File: src/design/b64d_pkg.sv
// Shared types, constants and the character-to-symbol map for the base64 stream decoder.
// Used by every module of the decoder; no dependencies of its own.
package b64d_pkg;

    localparam int QDepth = 4;
    localparam int QPtrW  = $clog2(QDepth);
    localparam int QCntW  = $clog2(QDepth + 1);

    localparam logic [7:0] CharPad   = 8'h3D;  // '='
    localparam logic [7:0] CharUpA   = 8'h41;
    localparam logic [7:0] CharUpZ   = 8'h5A;
    localparam logic [7:0] CharLoA   = 8'h61;
    localparam logic [7:0] CharLoZ   = 8'h7A;
    localparam logic [7:0] CharDig0  = 8'h30;
    localparam logic [7:0] CharDig9  = 8'h39;
    localparam logic [7:0] CharPlus  = 8'h2B;
    localparam logic [7:0] CharSlash = 8'h2F;

    localparam logic [7:0] SymLoBase  = 8'd26;
    localparam logic [7:0] SymDigBase = 8'd52;
    localparam logic [5:0] SymPlus    = 6'd62;
    localparam logic [5:0] SymSlash   = 6'd63;

    // One queued group: the results that one character causes
    typedef struct packed {
        logic [2:0][7:0] bytes;      // bytes[0] leaves first
        logic [1:0]      nres;       // number of results, 1..3
        logic            has_bytes;  // 0: a single end marker without data
        logic            eom;        // final result of the group ends the message
        logic            empty;      // message produced no byte
    } b64d_entry_t;

    // bit 6: character is a symbol, bits 5:0: its value
    function automatic logic [6:0] sym_decode(input logic [7:0] ch);
        logic [7:0] t;
        logic [6:0] r;
        t = 8'd0;
        r = 7'd0;
        if (ch >= CharUpA && ch <= CharUpZ) begin
            t = ch - CharUpA;
            r = {1'b1, t[5:0]};
        end else if (ch >= CharLoA && ch <= CharLoZ) begin
            t = ch - CharLoA + SymLoBase;
            r = {1'b1, t[5:0]};
        end else if (ch >= CharDig0 && ch <= CharDig9) begin
            t = ch - CharDig0 + SymDigBase;
            r = {1'b1, t[5:0]};
        end else if (ch == CharPlus) begin
            r = {1'b1, SymPlus};
        end else if (ch == CharSlash) begin
            r = {1'b1, SymSlash};
        end
        return r;
    endfunction

endpackage

File: src/design/base64_stream_decoder.sv
// Top level of the streaming base64 decoder: front end, group queue, output stage.
// Depends on b64d_pkg, b64d_front, b64d_queue, b64d_back.
//
//  channel | dir | tdata            | tlast          | tuser
//  s_      | in  | char_in[7:0]     | last_char      | -
//  m_      | out | out_byte[7:0]    | end_of_message | [0] byte_valid, [1] message_empty
//
// One character is taken per cycle while the 4-entry group queue has room.
// Results leave at one per cycle from the output register while m_tready is high;
// a character completing a quad yields three, the queue absorbs that burst, and as
// no character averages more than one result, one character per cycle is sustained.
// m_tvalid rises once results pass the queue slot and then the output register.
// aresetn clears the decoder state, queue pointers and output valid; no clearing pass.
module base64_stream_decoder import b64d_pkg::*; (
    input  logic       aclk,
    input  logic       aresetn,
    input  logic       s_tvalid,
    output logic       s_tready,
    input  logic [7:0] s_tdata,   // [7:0] char_in
    input  logic       s_tlast,
    output logic       m_tvalid,
    input  logic       m_tready,
    output logic [7:0] m_tdata,   // [7:0] out_byte
    output logic       m_tlast,
    output logic [1:0] m_tuser    // [0] byte_valid, [1] message_empty
);

    b64d_entry_t push_entry, head;
    logic        push, full, pop, head_valid;

    b64d_front u_front (
        .aclk     (aclk),
        .aresetn  (aresetn),
        .s_tvalid (s_tvalid),
        .s_tready (s_tready),
        .s_tdata  (s_tdata),
        .s_tlast  (s_tlast),
        .q_full   (full),
        .q_push   (push),
        .q_entry  (push_entry)
    );

    b64d_queue u_queue (
        .aclk       (aclk),
        .aresetn    (aresetn),
        .push       (push),
        .push_entry (push_entry),
        .full       (full),
        .pop        (pop),
        .head_valid (head_valid),
        .head       (head)
    );

    b64d_back u_back (
        .aclk       (aclk),
        .aresetn    (aresetn),
        .head_valid (head_valid),
        .head       (head),
        .pop        (pop),
        .m_tvalid   (m_tvalid),
        .m_tready   (m_tready),
        .m_tdata    (m_tdata),
        .m_tlast    (m_tlast),
        .m_tuser    (m_tuser)
    );

endmodule

File: src/design/b64d_front.sv
// Front end: takes characters, keeps the quad accumulator and builds result groups.
// Depends on b64d_pkg.
module b64d_front import b64d_pkg::*; (
    input  logic        aclk,
    input  logic        aresetn,
    input  logic        s_tvalid,
    output logic        s_tready,
    input  logic [7:0]  s_tdata,   // char_in
    input  logic        s_tlast,   // last_char
    input  logic        q_full,
    output logic        q_push,
    output b64d_entry_t q_entry
);

    logic [17:0] acc_reg, acc_next, acc_mid;
    logic [1:0]  cnt_reg, cnt_next, cnt_mid;
    logic        pad_reg, pad_next;
    logic        any_reg, any_next;

    logic [6:0]  sym;
    logic        is_pad, is_sym, quad_done, accept;
    logic [23:0] acc24;

    assign s_tready  = !q_full;
    assign accept    = s_tvalid && s_tready;
    assign sym       = sym_decode(s_tdata);
    assign is_pad    = s_tdata == CharPad;
    assign is_sym    = !pad_reg && !is_pad && sym[6];
    assign acc24     = {acc_reg, sym[5:0]};
    assign quad_done = is_sym && (cnt_reg == 2'd3);
    assign q_push    = accept && (quad_done || s_tlast);

    always_comb begin
        if (quad_done) begin
            acc_mid = 18'd0;
            cnt_mid = 2'd0;
        end else if (is_sym) begin
            acc_mid = acc24[17:0];
            cnt_mid = cnt_reg + 2'd1;
        end else begin
            acc_mid = acc_reg;
            cnt_mid = cnt_reg;
        end
    end

    always_comb begin
        q_entry.bytes     = '0;
        q_entry.nres      = 2'd1;
        q_entry.has_bytes = 1'b1;
        priority if (quad_done) begin
            q_entry.bytes[0] = acc24[23:16];
            q_entry.bytes[1] = acc24[15:8];
            q_entry.bytes[2] = acc24[7:0];
            q_entry.nres     = 2'd3;
        end else if (cnt_mid == 2'd2) begin
            q_entry.bytes[0] = acc_mid[11:4];
        end else if (cnt_mid == 2'd3) begin
            q_entry.bytes[0] = acc_mid[17:10];
            q_entry.bytes[1] = acc_mid[9:2];
            q_entry.nres     = 2'd2;
        end else begin
            q_entry.has_bytes = 1'b0;   // tail with nothing to flush
        end
        q_entry.eom   = s_tlast;
        q_entry.empty = !(any_reg || q_entry.has_bytes);
    end

    always_comb begin
        acc_next = acc_reg;
        cnt_next = cnt_reg;
        pad_next = pad_reg;
        any_next = any_reg;
        if (accept) begin
            if (s_tlast) begin
                acc_next = 18'd0;
                cnt_next = 2'd0;
                pad_next = 1'b0;
                any_next = 1'b0;
            end else begin
                acc_next = acc_mid;
                cnt_next = cnt_mid;
                pad_next = pad_reg || is_pad;
                any_next = any_reg || quad_done;
            end
        end
    end

    always_ff @(posedge aclk) begin
        if (!aresetn) begin
            acc_reg <= 18'd0;
            cnt_reg <= 2'd0;
            pad_reg <= 1'b0;
            any_reg <= 1'b0;
        end else begin
            acc_reg <= acc_next;
            cnt_reg <= cnt_next;
            pad_reg <= pad_next;
            any_reg <= any_next;
        end
    end

endmodule

File: src/design/b64d_queue.sv
// Small register queue of result groups between front end and output stage.
// Depends on b64d_pkg.
module b64d_queue import b64d_pkg::*; (
    input  logic        aclk,
    input  logic        aresetn,
    input  logic        push,
    input  b64d_entry_t push_entry,
    output logic        full,
    input  logic        pop,
    output logic        head_valid,
    output b64d_entry_t head
);

    b64d_entry_t slot_reg [QDepth];
    logic [QPtrW-1:0] wr_reg, wr_next, rd_reg, rd_next;
    logic [QCntW-1:0] cnt_reg, cnt_next;

    assign full       = cnt_reg == QCntW'(QDepth);
    assign head_valid = cnt_reg != '0;
    assign head       = slot_reg[rd_reg];

    always_comb begin
        wr_next  = push ? wr_reg + 1'b1 : wr_reg;
        rd_next  = pop ? rd_reg + 1'b1 : rd_reg;
        cnt_next = cnt_reg + QCntW'(push) - QCntW'(pop);
    end

    always_ff @(posedge aclk) begin
        if (push) begin
            slot_reg[wr_reg] <= push_entry;
        end
    end

    always_ff @(posedge aclk) begin
        if (!aresetn) begin
            wr_reg  <= '0;
            rd_reg  <= '0;
            cnt_reg <= '0;
        end else begin
            wr_reg  <= wr_next;
            rd_reg  <= rd_next;
            cnt_reg <= cnt_next;
        end
    end

`ifndef SYNTHESIS
    a_no_overflow: assert property (@(posedge aclk) disable iff (!aresetn)
        full |-> !push || pop)
        else $error("queue written while full");
    a_no_underflow: assert property (@(posedge aclk) disable iff (!aresetn)
        pop |-> head_valid)
        else $error("queue popped while empty");
    a_ptr_track: assert property (@(posedge aclk) disable iff (!aresetn)
        (wr_reg == rd_reg) |-> (cnt_reg == '0 || full))
        else $error("queue pointers disagree with fill count");
`endif

endmodule

File: src/design/b64d_back.sv
// Output stage: splits each queued group into single results behind an output register.
// Depends on b64d_pkg.
module b64d_back import b64d_pkg::*; (
    input  logic        aclk,
    input  logic        aresetn,
    input  logic        head_valid,
    input  b64d_entry_t head,
    output logic        pop,
    output logic        m_tvalid,
    input  logic        m_tready,
    output logic [7:0]  m_tdata,
    output logic        m_tlast,
    output logic [1:0]  m_tuser
);

    logic [1:0] idx_reg, idx_next;
    logic       m_tvalid_reg, m_tvalid_next;
    logic [7:0] byte_reg, byte_next;
    logic       last_reg, last_next;
    logic [1:0] user_reg, user_next;
    logic       load, final_res;
    logic [7:0] sel_byte;

    assign load      = head_valid && (!m_tvalid_reg || m_tready);
    assign final_res = idx_reg == head.nres - 2'd1;
    assign pop       = load && final_res;

    always_comb begin
        unique case (idx_reg)
            2'd0:    sel_byte = head.bytes[0];
            2'd1:    sel_byte = head.bytes[1];
            default: sel_byte = head.bytes[2];
        endcase
    end

    always_comb begin
        idx_next      = idx_reg;
        m_tvalid_next = m_tvalid_reg && !m_tready;
        byte_next     = byte_reg;
        last_next     = last_reg;
        user_next     = user_reg;
        if (load) begin
            idx_next      = final_res ? 2'd0 : idx_reg + 2'd1;
            m_tvalid_next = 1'b1;
            byte_next     = head.has_bytes ? sel_byte : 8'd0;
            last_next     = head.eom && final_res;
            user_next     = {head.eom && final_res && head.empty, head.has_bytes};
        end
    end

    always_ff @(posedge aclk) begin
        byte_reg <= byte_next;
        last_reg <= last_next;
        user_reg <= user_next;
    end

    always_ff @(posedge aclk) begin
        if (!aresetn) begin
            idx_reg      <= 2'd0;
            m_tvalid_reg <= 1'b0;
        end else begin
            idx_reg      <= idx_next;
            m_tvalid_reg <= m_tvalid_next;
        end
    end

    assign m_tvalid = m_tvalid_reg;
    assign m_tdata  = byte_reg;
    assign m_tlast  = last_reg;
    assign m_tuser  = user_reg;

`ifndef SYNTHESIS
    a_idx_in_group: assert property (@(posedge aclk) disable iff (!aresetn)
        head_valid |-> idx_reg < head.nres)
        else $error("result index past end of group");
    a_empty_marks_end: assert property (@(posedge aclk) disable iff (!aresetn)
        m_tvalid && m_tuser[1] |-> m_tlast && !m_tuser[0])
        else $error("message_empty outside a bare end marker");
    a_nodata_zero: assert property (@(posedge aclk) disable iff (!aresetn)
        m_tvalid && !m_tuser[0] |-> m_tdata == 8'd0 && m_tlast)
        else $error("result without byte is not a zero end marker");
`endif

endmodule

File: config.mk
export PLATFORM = sky130hd
export DESIGN_NAME = base64_stream_decoder
export DESIGN_NICKNAME = d
export VERILOG_FILES = /design/src/design/b64d_pkg.sv /design/src/design/base64_stream_decoder.sv /design/src/design/b64d_front.sv /design/src/design/b64d_queue.sv /design/src/design/b64d_back.sv
export SDC_FILE = /design/constraint.sdc
export NUM_CORES = 1
export LEC_CHECK = 0
export BUFFER_PORTS_ARGS = -buffer_cell sky130_fd_sc_hd__buf_2
export CAP_MARGIN = 10
export CORE_MARGIN = 10
export CORE_UTILIZATION = 60
export CTS_BUF_LIST = sky130_fd_sc_hd__clkbuf_8
export CTS_CLUSTER_SIZE = 24
export DETAILED_ROUTE_END_ITERATION = 7
export PLACE_DENSITY = 0.88
export SYNTH_ARGS = -nofsm -noshare
export SYNTH_HDL_FRONTEND = slang
export SYNTH_SLANG_ARGS = --single-unit
File: constraint.sdc
create_clock -name aclk -period 4.3 [get_ports aclk]
set_input_delay 0.86 -clock aclk [delete_from_list [all_inputs] [get_ports aclk]]
set_output_delay 0.86 -clock aclk [all_outputs]
set_load 0.02 [all_outputs]
==> flow_summary.yaml <==
cells_and_area:
  layout_commonest_cell: "edfxtp_1"
  diodes: 0
  fin_nets: 559
  area_growth_pct: 8.797
  layout_common_cells: "edfxtp_1, nand2_1, dfxtp_1"
  drive_above_1_share: 0.1978
  largest_register_ffs: 116
critical_path:
  worstPathMaxFanout: 12
  crit_arrival_ns: 3.54
  end_kind: "flop"
  slowest_delay_ns: 0.51
  cp_top_family: "compound AO/OA/AOI/OAI gates"
  slowest_stage: "a221o_2"
  required_ns: 4.56
  cp-start-kind: "input port"
  path_buf_inv: 2
  path_cells: "buf_2, clkinv_2, ha_1, a21oi_1, a41oi_2, a221o_2, a21boi_4, mux2_4, nand2b_1, nor2_1"
  path_class: "in2reg"
clock_network:
  cts_root_buf: "clkbuf_8"
  post_cts_buffers: 0
  clk_pin_slew_worst_paths_ns: 0.08
  numCtsBuffers: 17
  cts_hold_buf: 0
  cts_repair_resize_count: 0
  ctsHtreeMaxLevel: 4
  clk-insertion-delay-late_ns: 0.44
  cts_tree: "built"
  cts_max_path_buffers: 2
  clock_sinks: 161
route:
  ant_nets: 0
  drt_iter0_drc: 560
  drc: 0
  wl_per_cell_um: 20.39
  vias: 4267
  vias_per_cell: 6.238
  firstDrtPassIters: 8
  wirelength_um: 13940
synthesis:
  syn_nets: 532
  synth_area_um2: 7197
  postSynthCellCount: 501
  synth_warnings: 0
  synth_edf_count: 127
  synth.area.top_cells: "edfxtp_1, dfxtp_1, mux4_2"
  syn_avg_cell_area_um2: 14.37
  ys_seq_area_frac: 0.6245
  ys_ff_latch: 161
  ys_dominant_reg_cell: "edfxtp_1"
  ys_async_sr_fraction: 0
  synth.distinct_cells: 55
  synth_top_cell_area_share: 0.5299
  yosys.area.top_type: "edfxtp_1"
timing:
  fin_skew_ns: 0.009675
  post-route-period-util: 0.7619
  worst_pin_slew_ns: 0.9083
  slew-limit-headroom: 0.3899
  hold_viol_final: 0
  fin_crit_ns: 3.276
  drv_slew: 0
  rsz0062_at_grt: "false"
  fin_tns_setup_ns: 0
  finalSetupViolCount: 0
  fmax_mhz: 305.2
placed_design:
  hpwlAfterDp_um: 9382
  gp_congestion: 0.8642
  portBuffers: 25
pwr:
  peakVddDrop_mv: 0.2213
  p_per_area_nw_per_um2: 509.4
  finalPower_w: 0.003989
  p_leak_nw: 2.601
floorplan:
  die-area_um2: 16780
  die_w_um: 129.5
  rows: 39
  ios: 26
  core-area_um2: 11560
  die_y_um: 129.5
  initial_core_util: 0.6223
grt:
  overflow: 0
  grt_pass1_wl_um: 22360
  first_global_vias: 4210
  grt_max_degree: 33
  grt.total_usage: 0.1753
  antenna_found_initial: 0
job:
  max_cap_viol_count: 0
hold_path:
  hold_class: "reg2reg"
run_status:
  outcome: "finished clean"
## per-layer routing
layer  up-vias  global-route usage  wire length (um)
met1      2092              0.2202              5606
met4         0             0.06812               183
met3        17             0.04568              1071
met2       196              0.2871              7082
met5         -                   0                 0
li1       1962                   -                 -
## synth_stat cells, types with 2 or more instances
| library cell | count |
|---|---|
| xor2_1 | 3 |
| a21o_1 | 2 |
| a21boi_1 | 2 |
| clkbuf_1 | 10 |
| a22o_1 | 12 |
| edfxtp_1 | 127 |
| nor3b_1 | 2 |
| buf_2 | 5 |
| mux4_2 | 28 |
| a31oi_1 | 8 |
| nand2b_1 | 3 |
| a21oi_1 | 15 |
| buf_1 | 4 |
| xnor2_1 | 9 |
| o2111ai_1 | 3 |
| o21ai_1 | 5 |
| ha_1 | 17 |
| a22oi_1 | 27 |
| a21boi_0 | 4 |
| o21ai_0 | 7 |
| buf_6 | 3 |
| a221oi_1 | 2 |
| a21boi_4 | 2 |
| nor3_1 | 5 |
| nand3_1 | 8 |
| nand2_1 | 40 |
| dfxtp_1 | 34 |
| o21ai_2 | 3 |
| buf_4 | 2 |
| inv_1 | 17 |
| nor2_1 | 20 |
| and2_1 | 19 |
| mux2i_1 | 5 |
| nor2b_1 | 25 |
| inv_2 | 3 |
## through the flow
stage	instance area [um^2]	utilization	cells	hold slack (ns)	setup slack (ns)
global placement	7428	0.6423	652	0.4590	0.7288
detailed placement	7428	0.6423	652	0.4689	0.6493
global route	7830	0.6771	684	0.5514	0.8755
floorplan	7197	-	501	0.4374	0.6376
finish	7830	0.6771	684	0.5088	1.024
CTS	7830	0.6771	684	0.5005	1.126
## power breakdown
group	internal, W	total, W	leakage (nW)	switching (W)
Clock	0.000566	0.00109	0.184	0.000525
Combinational	0.000407	0.000989	1.01	0.000582
Sequential	0.00184	0.00191	1.40	0.0000680
Total	0.00281	0.00399	2.60	0.00118
## path summary, 6_finish.rpt
| check | cells past startpoint | slack, ns | endpoint | start |
|---|---|---|---|---|
| worst max-delay path | 10 | 1.02 | u_queue.slot_reg[1][0] | s_tdata[2] |
| worst min-delay path | 2 | 0.51 | u_front.pad_reg | u_front.pad_reg |
| worst max register to register | 10 | 1.31 | u_queue.cnt_reg[2] | flop |
| worst min register to register | 2 | 0.51 | u_front.pad_reg | u_front.pad_reg |
## final cells by class
cell class                      instances  area [um^2]
Timing Repair Buffer                   32        177.7
Sequential cell                       161         4496
Multi-Input combinational cell        295         2496
Tap cell                              143        178.9
Fill cell                             735         3735
Clock buffer                           17        234.0
Inverter                               21        80.08
Clock inverter                         15        167.7
## worst register-to-register path: stages, from the launching register on
cell and delay (ns):
dfxtp_2 0.44, mux4_2 0.53, xnor2_1 0.20, mux2i_1 0.35
nor2_1 0.17, ha_1 0.31, inv_1 0.04, ha_1 0.18
fa_1 0.38, xnor2_1 0.14, and2_1 0.15
## cell families (layout without fill, tap and decap cells)
kind of cell,count (synthesis),in the layout,share of synthesized area
and+or+nand+nor,127,127,0.09144
DFF,161,161,0.6245
xor gates and xnor gates,12,12,0.01460
AOI/OAI and AO/OA,103,103,0.1102
muxes,35,35,0.09823
buffers and inverters,45,85,0.02868
adders and majority gates,18,18,0.03234
Power figures use the tool's default switching activity.
